### config.mk
export PLATFORM = sky130hd
export DESIGN_NAME = wavelet_rate_anomaly_detector_unit_flat
export DESIGN_NICKNAME = d
export VERILOG_FILES = /design/src/wrad_pkg.sv /design/src/wrad_if.sv /design/src/wavelet_rate_anomaly_detector_unit.sv /design/src/flat_wrapper.sv
export SDC_FILE = /design/constraint.sdc
export NUM_CORES = 2
export LEC_CHECK = 0
export BUFFER_PORTS_ARGS = -buffer_cell sky130_fd_sc_hd__buf_2
export CORE_UTILIZATION = 58
export CTS_CLUSTER_DIAMETER = 40
export DETAILED_ROUTE_END_ITERATION = 8
export PLACE_DENSITY_LB_ADDON = 0.15
export SLEW_MARGIN = 20
export SYNTH_ARGS = -nofsm -noshare
export SYNTH_HDL_FRONTEND = slang
export SYNTH_SLANG_ARGS = --single-unit
### constraint.sdc
create_clock -name clk -period 7.73 [get_ports clk]
set_input_delay 0.773 -clock clk [delete_from_list [all_inputs] [get_ports clk]]
set_output_delay 0.773 -clock clk [all_outputs]
set_load 0.05 [all_outputs]
### src/wrad_pkg.sv
// package: shared types and constants of the wavelet rate anomaly detector
package wrad_pkg;

  localparam int AVG_W = 32;
  localparam int DET_W = 33;
  localparam int SCORE_W = 32;
  localparam int INV_W = 32;
  localparam int CFG_W = 33;
  localparam int CFG_INDEX_W = 3;
  localparam int TAP_W = 16;
  localparam int TAPS = 4;
  localparam int PROD_W = DET_W + INV_W;
  localparam int FRAC_SHIFT = 16;
  localparam int DETAIL_SHIFT = 7;
  localparam int MEAN_SHIFT = 8;

  typedef logic signed [TAP_W-1:0] tap_t;
  localparam tap_t D4_TAP [TAPS] = '{-16'sd4240, -16'sd7345, 16'sd27411, -16'sd15826};

  typedef enum logic [CFG_INDEX_W-1:0] {
    REG_AVG_MEDIAN     = 3'd0,
    REG_AVG_INV_SIGMA  = 3'd1,
    REG_MEAN_THRESHOLD = 3'd2,
    REG_DET_MEDIAN     = 3'd3,
    REG_DET_INV_SIGMA  = 3'd4,
    REG_DET_THRESHOLD  = 3'd5
  } reg_index_t;

  typedef enum logic [2:0] {
    S_IDLE,
    S_READ,
    S_DIVIDE,
    S_PREP,
    S_SCORE,
    S_FINISH
  } state_t;

endpackage

### src/wrad_if.sv
// interfaces: sample input channel and result output channel
interface wrad_sample_if #(parameter int SAMPLE_WIDTH = 24);
  logic valid;
  logic ready;
  logic [SAMPLE_WIDTH-1:0] sample_value;
  modport source (output valid, output sample_value, input ready);
  modport sink (input valid, input sample_value, output ready);
endinterface

interface wrad_result_if;
  import wrad_pkg::*;
  logic valid;
  logic ready;
  logic [AVG_W-1:0] rolling_average;
  logic signed [SCORE_W-1:0] average_score;
  logic [DET_W-1:0] wavelet_detail;
  logic signed [SCORE_W-1:0] wavelet_score;
  logic average_alert;
  logic wavelet_alert;
  modport source (output valid, output rolling_average, output average_score,
                  output wavelet_detail, output wavelet_score, output average_alert,
                  output wavelet_alert, input ready);
  modport sink (input valid, input rolling_average, input average_score,
                input wavelet_detail, input wavelet_score, input average_alert,
                input wavelet_alert, output ready);
endinterface

### src/wavelet_rate_anomaly_detector_unit.sv
// top level: rolling mean, D4 detail and robust z-score detector
//
// channel   | dir | transfer when         | payload
// samples   | in  | valid && ready        | sample_value
// results   | out | valid && ready        | mean, detail, two scores, two alerts
// cfg       | in  | cfg_write_enable high | cfg_index, cfg_data
//
// one sample is processed serially, in these steps:
// the restoring divider for the mean gives one quotient bit a cycle, then the two
// shift-add score multipliers take one bit of inverse sigma a cycle.
// the D4 taps run one per cycle alongside the divider.
// samples.ready is high only while idle; a finished result waits in the output register
// and the next sample is taken meanwhile.
// reset is synchronous; the window needs no clearing pass, the fill count masks it.
module wavelet_rate_anomaly_detector_unit #(
  parameter int WINDOW_LENGTH = 16,
  parameter int SAMPLE_WIDTH = 24
) (
  input  logic clk,
  input  logic rst,
  wrad_sample_if.sink samples,
  wrad_result_if.source results,
  input  logic cfg_write_enable,
  input  logic [wrad_pkg::CFG_INDEX_W-1:0] cfg_index,
  input  logic [wrad_pkg::CFG_W-1:0] cfg_data
);
  import wrad_pkg::*;

  localparam int POS_W = $clog2(WINDOW_LENGTH);
  localparam int FILL_W = $clog2(WINDOW_LENGTH + 1);
  localparam int SUM_W = SAMPLE_WIDTH + POS_W;
  localparam int QW = SUM_W + MEAN_SHIFT;
  localparam int QCNT_W = $clog2(QW);
  localparam int ACC_W = SAMPLE_WIDTH + 18;
  localparam int MAG_W = ACC_W - DETAIL_SHIFT;
  localparam int BIT_W = $clog2(INV_W);
  localparam int STEP_W = 3;

  // configuration
  logic [AVG_W-1:0] avg_median;
  logic [INV_W-1:0] avg_inverse_sigma;
  logic [SCORE_W-1:0] mean_threshold;
  logic [DET_W-1:0] detail_median;
  logic [INV_W-1:0] detail_inverse_sigma;
  logic [SCORE_W-1:0] detail_threshold;

  always_ff @(posedge clk) begin
    if (rst) begin
      avg_median <= '0;
      avg_inverse_sigma <= INV_W'(65536);
      mean_threshold <= SCORE_W'(2048);
      detail_median <= '0;
      detail_inverse_sigma <= INV_W'(65536);
      detail_threshold <= SCORE_W'(2048);
    end else if (cfg_write_enable) begin
      case (cfg_index)
        REG_AVG_MEDIAN:     avg_median <= cfg_data[AVG_W-1:0];
        REG_AVG_INV_SIGMA:  avg_inverse_sigma <= cfg_data[INV_W-1:0];
        REG_MEAN_THRESHOLD: mean_threshold <= cfg_data[SCORE_W-1:0];
        REG_DET_MEDIAN:     detail_median <= cfg_data[DET_W-1:0];
        REG_DET_INV_SIGMA:  detail_inverse_sigma <= cfg_data[INV_W-1:0];
        REG_DET_THRESHOLD:  detail_threshold <= cfg_data[SCORE_W-1:0];
        default: ;
      endcase
    end
  end

  state_t state, state_next;
  logic in_take, out_load;

  logic [SAMPLE_WIDTH-1:0] window_mem [WINDOW_LENGTH];
  logic [SAMPLE_WIDTH-1:0] old_sample;
  logic [SAMPLE_WIDTH-1:0] sample_reg;
  logic [SUM_W-1:0] window_sum;
  logic [FILL_W-1:0] fill_count;
  logic [POS_W-1:0] write_position;

  logic [SAMPLE_WIDTH-1:0] tap_line [TAPS];
  logic [1:0] tap_count;
  logic det_on;
  logic [STEP_W-1:0] tap_step;
  logic signed [ACC_W-2:0] tap_prod;
  logic signed [ACC_W-1:0] tap_acc;

  logic [QW-1:0] div_reg;
  logic [FILL_W-1:0] div_rem;
  logic [QCNT_W-1:0] div_cnt;

  logic [AVG_W-1:0] avg_reg;
  logic [DET_W-1:0] det_reg;
  logic [DET_W-1:0] mag_a, mag_d;
  logic neg_a, neg_d;
  logic [PROD_W-1:0] acc_a, acc_d;
  logic [INV_W-1:0] inv_a, inv_d;
  logic [BIT_W-1:0] bit_cnt;

  // next state
  always_comb begin
    state_next = state;
    unique case (state)
      S_IDLE:   if (samples.valid) state_next = S_READ;
      S_READ:   state_next = S_DIVIDE;
      S_DIVIDE: if (div_cnt == QCNT_W'(QW - 1)) state_next = S_PREP;
      S_PREP:   state_next = S_SCORE;
      S_SCORE:  if (bit_cnt == BIT_W'(INV_W - 1)) state_next = S_FINISH;
      S_FINISH: if (!results.valid || results.ready) state_next = S_IDLE;
      default:  state_next = S_IDLE;
    endcase
  end

  // outputs of the sequencer
  always_comb begin
    samples.ready = 1'b0;
    out_load = 1'b0;
    unique case (state)
      S_IDLE:   samples.ready = 1'b1;
      S_FINISH: out_load = !results.valid || results.ready;
      default: ;
    endcase
  end

  assign in_take = samples.valid && samples.ready;

  always_ff @(posedge clk) begin
    if (rst) state <= S_IDLE;
    else state <= state_next;
  end

  // window memory with registered read
  always_ff @(posedge clk) begin
    old_sample <= window_mem[write_position];
    if (state == S_READ) window_mem[write_position] <= sample_reg;
  end

  // divider step
  logic [FILL_W:0] rem_shift;
  logic rem_ge;
  logic [FILL_W:0] rem_diff;
  logic [SUM_W-1:0] sum_next;
  always_comb begin
    rem_shift = {div_rem, div_reg[QW-1]};
    rem_ge = rem_shift >= {1'b0, fill_count};
    rem_diff = rem_shift - {1'b0, fill_count};
    sum_next = window_sum + SUM_W'(sample_reg)
             - ((fill_count == FILL_W'(WINDOW_LENGTH)) ? SUM_W'(old_sample) : SUM_W'(0));
  end

  always_ff @(posedge clk) begin
    if (rst) begin
      window_sum <= '0;
      fill_count <= '0;
      write_position <= '0;
      tap_count <= '0;
    end else begin
      if (in_take && tap_count != 2'd3) tap_count <= tap_count + 2'd1;
      if (state == S_READ) begin
        window_sum <= sum_next;
        if (fill_count != FILL_W'(WINDOW_LENGTH)) fill_count <= fill_count + FILL_W'(1);
        write_position <= (write_position == POS_W'(WINDOW_LENGTH - 1))
                          ? '0 : write_position + POS_W'(1);
      end
    end
  end

  always_ff @(posedge clk) begin
    if (in_take) begin
      sample_reg <= samples.sample_value;
      det_on <= (tap_count == 2'd3);
      for (int k = 0; k < TAPS - 1; k++) tap_line[k] <= tap_line[k+1];
      tap_line[TAPS-1] <= samples.sample_value;
    end
    unique case (state)
      S_READ: begin
        div_reg <= {sum_next, MEAN_SHIFT'(0)};
        div_rem <= '0;
        div_cnt <= '0;
        tap_step <= '0;
        tap_acc <= '0;
      end
      S_DIVIDE: begin
        div_reg <= {div_reg[QW-2:0], rem_ge};
        div_rem <= rem_ge ? rem_diff[FILL_W-1:0] : rem_shift[FILL_W-1:0];
        div_cnt <= div_cnt + QCNT_W'(1);
        if (tap_step < STEP_W'(TAPS))
          tap_prod <= $signed({1'b0, tap_line[tap_step[1:0]]}) * D4_TAP[tap_step[1:0]];
        if (tap_step != STEP_W'(0) && tap_step <= STEP_W'(TAPS))
          tap_acc <= tap_acc + ACC_W'(tap_prod);
        if (tap_step <= STEP_W'(TAPS)) tap_step <= tap_step + STEP_W'(1);
      end
      default: ;
    endcase
  end

  // feature saturation and deviation from median
  logic [AVG_W+QW-1:0] avg_wide;
  logic [AVG_W-1:0] avg_sat;
  logic [ACC_W-1:0] acc_abs;
  logic [DET_W+MAG_W-1:0] det_wide;
  logic [DET_W-1:0] det_sat;
  logic [DET_W-1:0] feat_a;
  always_comb begin
    avg_wide = {AVG_W'(0), div_reg};
    avg_sat = (|avg_wide[AVG_W+QW-1:AVG_W]) ? '1 : avg_wide[AVG_W-1:0];
    acc_abs = tap_acc[ACC_W-1] ? ACC_W'(-tap_acc) : ACC_W'(tap_acc);
    det_wide = {DET_W'(0), acc_abs[ACC_W-1:DETAIL_SHIFT]};
    det_sat = (|det_wide[DET_W+MAG_W-1:DET_W]) ? '1 : det_wide[DET_W-1:0];
    if (!det_on) det_sat = '0;
    feat_a = DET_W'(avg_sat);
  end

  always_ff @(posedge clk) begin
    unique case (state)
      S_PREP: begin
        avg_reg <= avg_sat;
        det_reg <= det_sat;
        neg_a <= feat_a < DET_W'(avg_median);
        mag_a <= (feat_a < DET_W'(avg_median)) ? DET_W'(avg_median) - feat_a
                                               : feat_a - DET_W'(avg_median);
        neg_d <= det_sat < detail_median;
        mag_d <= (det_sat < detail_median) ? detail_median - det_sat
                                           : det_sat - detail_median;
        acc_a <= '0;
        acc_d <= '0;
        inv_a <= avg_inverse_sigma;
        inv_d <= detail_inverse_sigma;
        bit_cnt <= '0;
      end
      S_SCORE: begin
        acc_a <= {acc_a[PROD_W-2:0], 1'b0} + (inv_a[INV_W-1] ? PROD_W'(mag_a) : PROD_W'(0));
        acc_d <= {acc_d[PROD_W-2:0], 1'b0} + (inv_d[INV_W-1] ? PROD_W'(mag_d) : PROD_W'(0));
        inv_a <= {inv_a[INV_W-2:0], 1'b0};
        inv_d <= {inv_d[INV_W-2:0], 1'b0};
        bit_cnt <= bit_cnt + BIT_W'(1);
      end
      default: ;
    endcase
  end

  // sign and saturation of the scores
  localparam int P_W = PROD_W - FRAC_SHIFT;
  logic [P_W-1:0] p_a, p_d;
  logic signed [SCORE_W-1:0] score_a, score_d;
  always_comb begin
    p_a = acc_a[PROD_W-1:FRAC_SHIFT];
    p_d = acc_d[PROD_W-1:FRAC_SHIFT];
    if (neg_a) score_a = (p_a > P_W'(33'h080000000)) ? 32'sh80000000 : -$signed(p_a[31:0]);
    else score_a = (p_a > P_W'(32'h7FFFFFFF)) ? 32'sh7FFFFFFF : $signed(p_a[31:0]);
    if (neg_d) score_d = (p_d > P_W'(33'h080000000)) ? 32'sh80000000 : -$signed(p_d[31:0]);
    else score_d = (p_d > P_W'(32'h7FFFFFFF)) ? 32'sh7FFFFFFF : $signed(p_d[31:0]);
  end

  // output register
  always_ff @(posedge clk) begin
    if (rst) begin
      results.valid <= 1'b0;
    end else if (out_load) begin
      results.valid <= 1'b1;
    end else if (results.ready) begin
      results.valid <= 1'b0;
    end
  end

  always_ff @(posedge clk) begin
    if (out_load) begin
      results.rolling_average <= avg_reg;
      results.average_score <= score_a;
      results.wavelet_detail <= det_reg;
      results.wavelet_score <= score_d;
      results.average_alert <= score_a > $signed(mean_threshold);
      results.wavelet_alert <= score_d > $signed(detail_threshold);
    end
  end

endmodule

### src/flat_wrapper.sv
// flat-port wrapper written by rule: the top's interface ports become plain ports
module wavelet_rate_anomaly_detector_unit_flat import wrad_pkg::*;
#(
  parameter int WINDOW_LENGTH = 16,
  parameter int SAMPLE_WIDTH = 24
)
  (clk, rst, cfg_write_enable, cfg_index, cfg_data, samples_valid, samples_sample_value, samples_ready, results_valid, results_rolling_average, results_average_score, results_wavelet_detail, results_wavelet_score, results_average_alert, results_wavelet_alert, results_ready);
  wrad_sample_if #(.SAMPLE_WIDTH(SAMPLE_WIDTH)) samples_i ();
  wrad_result_if results_i ();
  input  logic clk;
  input  logic rst;
  input  logic cfg_write_enable;
  input  logic [wrad_pkg::CFG_INDEX_W-1:0] cfg_index;
  input  logic [wrad_pkg::CFG_W-1:0] cfg_data;
  input wire logic [$bits(samples_i.valid)-1:0] samples_valid;
  input wire logic [$bits(samples_i.sample_value)-1:0] samples_sample_value;
  output wire logic [$bits(samples_i.ready)-1:0] samples_ready;
  output wire logic [$bits(results_i.valid)-1:0] results_valid;
  output wire logic [$bits(results_i.rolling_average)-1:0] results_rolling_average;
  output wire logic [$bits(results_i.average_score)-1:0] results_average_score;
  output wire logic [$bits(results_i.wavelet_detail)-1:0] results_wavelet_detail;
  output wire logic [$bits(results_i.wavelet_score)-1:0] results_wavelet_score;
  output wire logic [$bits(results_i.average_alert)-1:0] results_average_alert;
  output wire logic [$bits(results_i.wavelet_alert)-1:0] results_wavelet_alert;
  input wire logic [$bits(results_i.ready)-1:0] results_ready;
  assign samples_i.valid = samples_valid;
  assign samples_i.sample_value = samples_sample_value;
  assign samples_ready = samples_i.ready;
  assign results_valid = results_i.valid;
  assign results_rolling_average = results_i.rolling_average;
  assign results_average_score = results_i.average_score;
  assign results_wavelet_detail = results_i.wavelet_detail;
  assign results_wavelet_score = results_i.wavelet_score;
  assign results_average_alert = results_i.average_alert;
  assign results_wavelet_alert = results_i.wavelet_alert;
  assign results_i.ready = results_ready;
  wavelet_rate_anomaly_detector_unit #(.WINDOW_LENGTH(WINDOW_LENGTH), .SAMPLE_WIDTH(SAMPLE_WIDTH)) u_core (.clk(clk), .rst(rst), .samples(samples_i), .results(results_i), .cfg_write_enable(cfg_write_enable), .cfg_index(cfg_index), .cfg_data(cfg_data));
endmodule
==> results_dict.tcl <==
set metrics [dict create \
    status "finished clean" \
    grt_pass1_wl_um 322000 \
    drv_slew 0 \
    first_pass_iters 6 \
    period_share 0.963 \
    fmax_mhz 134 \
    grt_max_degree 178 \
    synthArstFlopShare 0 \
    critPathMaxFanout 11 \
    maxCapViolCount 0 \
    routedWlPerCell_um 21.4 \
    antenna_found_initial 5 \
    synth.distinct_cells 82 \
    grt_pass1_vias 56097 \
    arrival_ps 7990 \
    end_kind "flip-flop" \
    synth_most_common_cell "edfxtp_1" \
    min_from "samples_sample_value[20]" \
    whs_path_depth 1 \
    routed_wl_um 208000 \
    synthCells 7531 \
    gp_congestion 0.966 \
    synth-simple-area-share 0.131 \
    synth_top_family_by_area "adder cells" \
    vias 57506 \
    critical_path_class "reg -> reg" \
    pin_count 198 \
    slew_headroom 0.270 \
    overflow 0 \
    r2r_end "u_core.tap_prod[38]" \
    synthTopCellsByArea "edfxtp_1 (40%), ha_1 (8.3%), fa_1 (7.1%)" \
    regMostFlops "u_core.window_mem" \
    synthTopCellsByCount "edfxtp_1 (1077), nand2_1 (998), inv_1 (774), a21oi_1 (587), ha_1 (531)" \
    synth-edff-count 1077 \
    final_hold_viol_count 0 \
    synth.avg_cell_area_um2 10.7 \
    hold_path.class "in -> reg" \
    yosysTopAreaCell "edfxtp_1" \
    hold_buffers 0 \
    drc 0 \
    cts.htree.levels 4 \
    viasPerCell 5.93 \
    clk_latency_ps 840 \
    rows 136 \
    top_regs "u_core.window_mem: 384 flops, u_core.tap_line: 96 flops" \
    syn_area_mm2 0.0804 \
    syn_to_final_growth_pct 12.5 \
    layout.nets 8633 \
    ant_nets 0 \
    initial_utilization 0.585 \
    muxShareOfSynthArea 0.0457 \
    tightest_slew_ps 1100 \
    reg2reg_depth 25 \
    cts_buffer_depth 3 \
    synth_adder_area_share 0.154 \
    cts.clk_slew.worst_paths_ps 60 \
    critPathRequiredTime_ps 8280 \
    skew_ps 66.1 \
    port_buffers 197 \
    clock-sinks 1339 \
    grt_usage 0.295 \
    yosysWarnings 0 \
    ys.flop_type "edfxtp_1" \
    post_cts_buffers 0 \
    ys_seq_area_frac 0.467 \
    fin_crit_ps 7440 \
    synth_top_area_frac 0.402 \
    worst_hold_slack_ps 147 \
    diodes 0 \
    placed_cells 9362 \
    cts_tree "yes" \
    dieArea_mm2 0.140 \
    cts-buffers-inserted 181 \
    cp-start-kind "flip-flop" \
    core_mm2 0.137 \
    final_cell_count_no_fill 9705 \
    drt_iter0_markers 5053 \
    ys_ff_latch 1339 \
    holdPathEnd "u_core.tap_line[3][20]" \
    die_w_um 374 \
    synth_compound_area_frac 0.118 \
    hpwl_um 147000 \
    cts-root-buf "clkbuf_16" \
    setup_violations 0 \
    die_h_um 374 \
    drive_gt1_frac 0.118 \
    yosys.area_share.xor_xnor 0.0317 \
    post-route-util 0.658 \
    rrSetupSlack_ps 290 \
    largest_reg_flops 384 \
    postSynthNetCount 8412 \
    fin_setup_tns_ps 0 \
]
==> worst max-delay path, stage by stage (launching register included) <==
cell and delay (ps):
dfxtp_4 420, buf_12 160, mux4_2 600, buf_4 190, inv_1 80, nor2_1 60
fa_1 500, inv_1 60, fa_1 560, inv_1 60, fa_1 520, fa_1 440
fa_1 540, inv_1 50, fa_1 520, inv_1 40, ha_1 280, nand2_1 80
or3_1 320, o22ai_2 210, o311ai_2 170, buf_4 170, o41ai_1 420, a31oi_1 230
o41ai_2 390, xor2_1 100
==> how the worst max path moves through the flow <==
stage | depth (start not counted) | slack, ps | from | endpoint
2_1_floorplan | 26 | 30 | flip-flop | u_core.tap_prod[40]
3_3_place_gp | 24 | -5 | flip-flop | u_core.tap_prod[40]
3_5_place_dp | 26 | -110 | u_core.tap_step[1] | u_core.tap_prod[40]
4_1_cts | 27 | 30 | flip-flop | u_core.tap_prod[40]
5_1_grt | 24 | -4 | flip-flop | u_core.tap_prod[35]
6_report | 25 | 290 | flip-flop | u_core.tap_prod[38]
==> per-layer routing <==
| metal | vias to the layer above | GRT usage | routed length [um] |
|---|---|---|---|
| met5 | - | 0 | 25 |
| met1 | 28174 | 0.402 | 87800 |
| met2 | 2046 | 0.483 | 99600 |
| met3 | 380 | 0.0434 | 13500 |
| li1 | 26902 | - | - |
| met4 | 4 | 0.103 | 7020 |
==> logic make-up (layout without fill, tap and decap cells) <==
family,count (synthesis),in the layout
xor+xnor,291,291
mux,196,196
buf+inv,1132,1512
fa+ha+maj,816,816
flops,1339,1339
compound gates,1499,1499
simple gates,2258,2258
==> cell usage in the layout, fill, tap and decap left out, drive strengths merged, types with 212 or more instances in the layout <==
cell type | netlist | final
ha | 531 | 531
nand2 | 998 | 998
o21ai | 218 | 218
a21oi | 588 | 588
fa | 285 | 285
nor2 | 419 | 419
buf | 33 | 393
a21o | 276 | 276
dfxtp | 262 | 262
edfxtp | 1077 | 1077
inv | 775 | 812
clkbuf | 322 | 212
==> cell type report <==
class | instances | area, um^2
fillers | 10536 | 47100
multi-input cells | 5060 | 38700
flip-flops and latches | 1339 | 37600
clock buffers | 212 | 4750
inverters | 777 | 2920
repair buffers | 393 | 2530
well taps | 1794 | 2240
clock inverters | 130 | 1660
==> metrics by stage <==
stage	instance area (um^2)	setup WS, ps
after floorplan	80400	33.5
after global placement	83900	-4.68
after global routing	90400	-3.61
final	90400	287
after CTS	90400	28.8
after detailed placement	83900	-115
==> what timing repair did <==
item | in CTS | in global routing
setup endpoints to repair | 3 | 13
endpoints found under the hold margin | 0 | 0
gates resized for setup | 2 | 13
pin swaps | 0 | 1
Power is not shown: default switching activity piles up to over one toggle a cycle in this logic, so the estimate is an artifact.
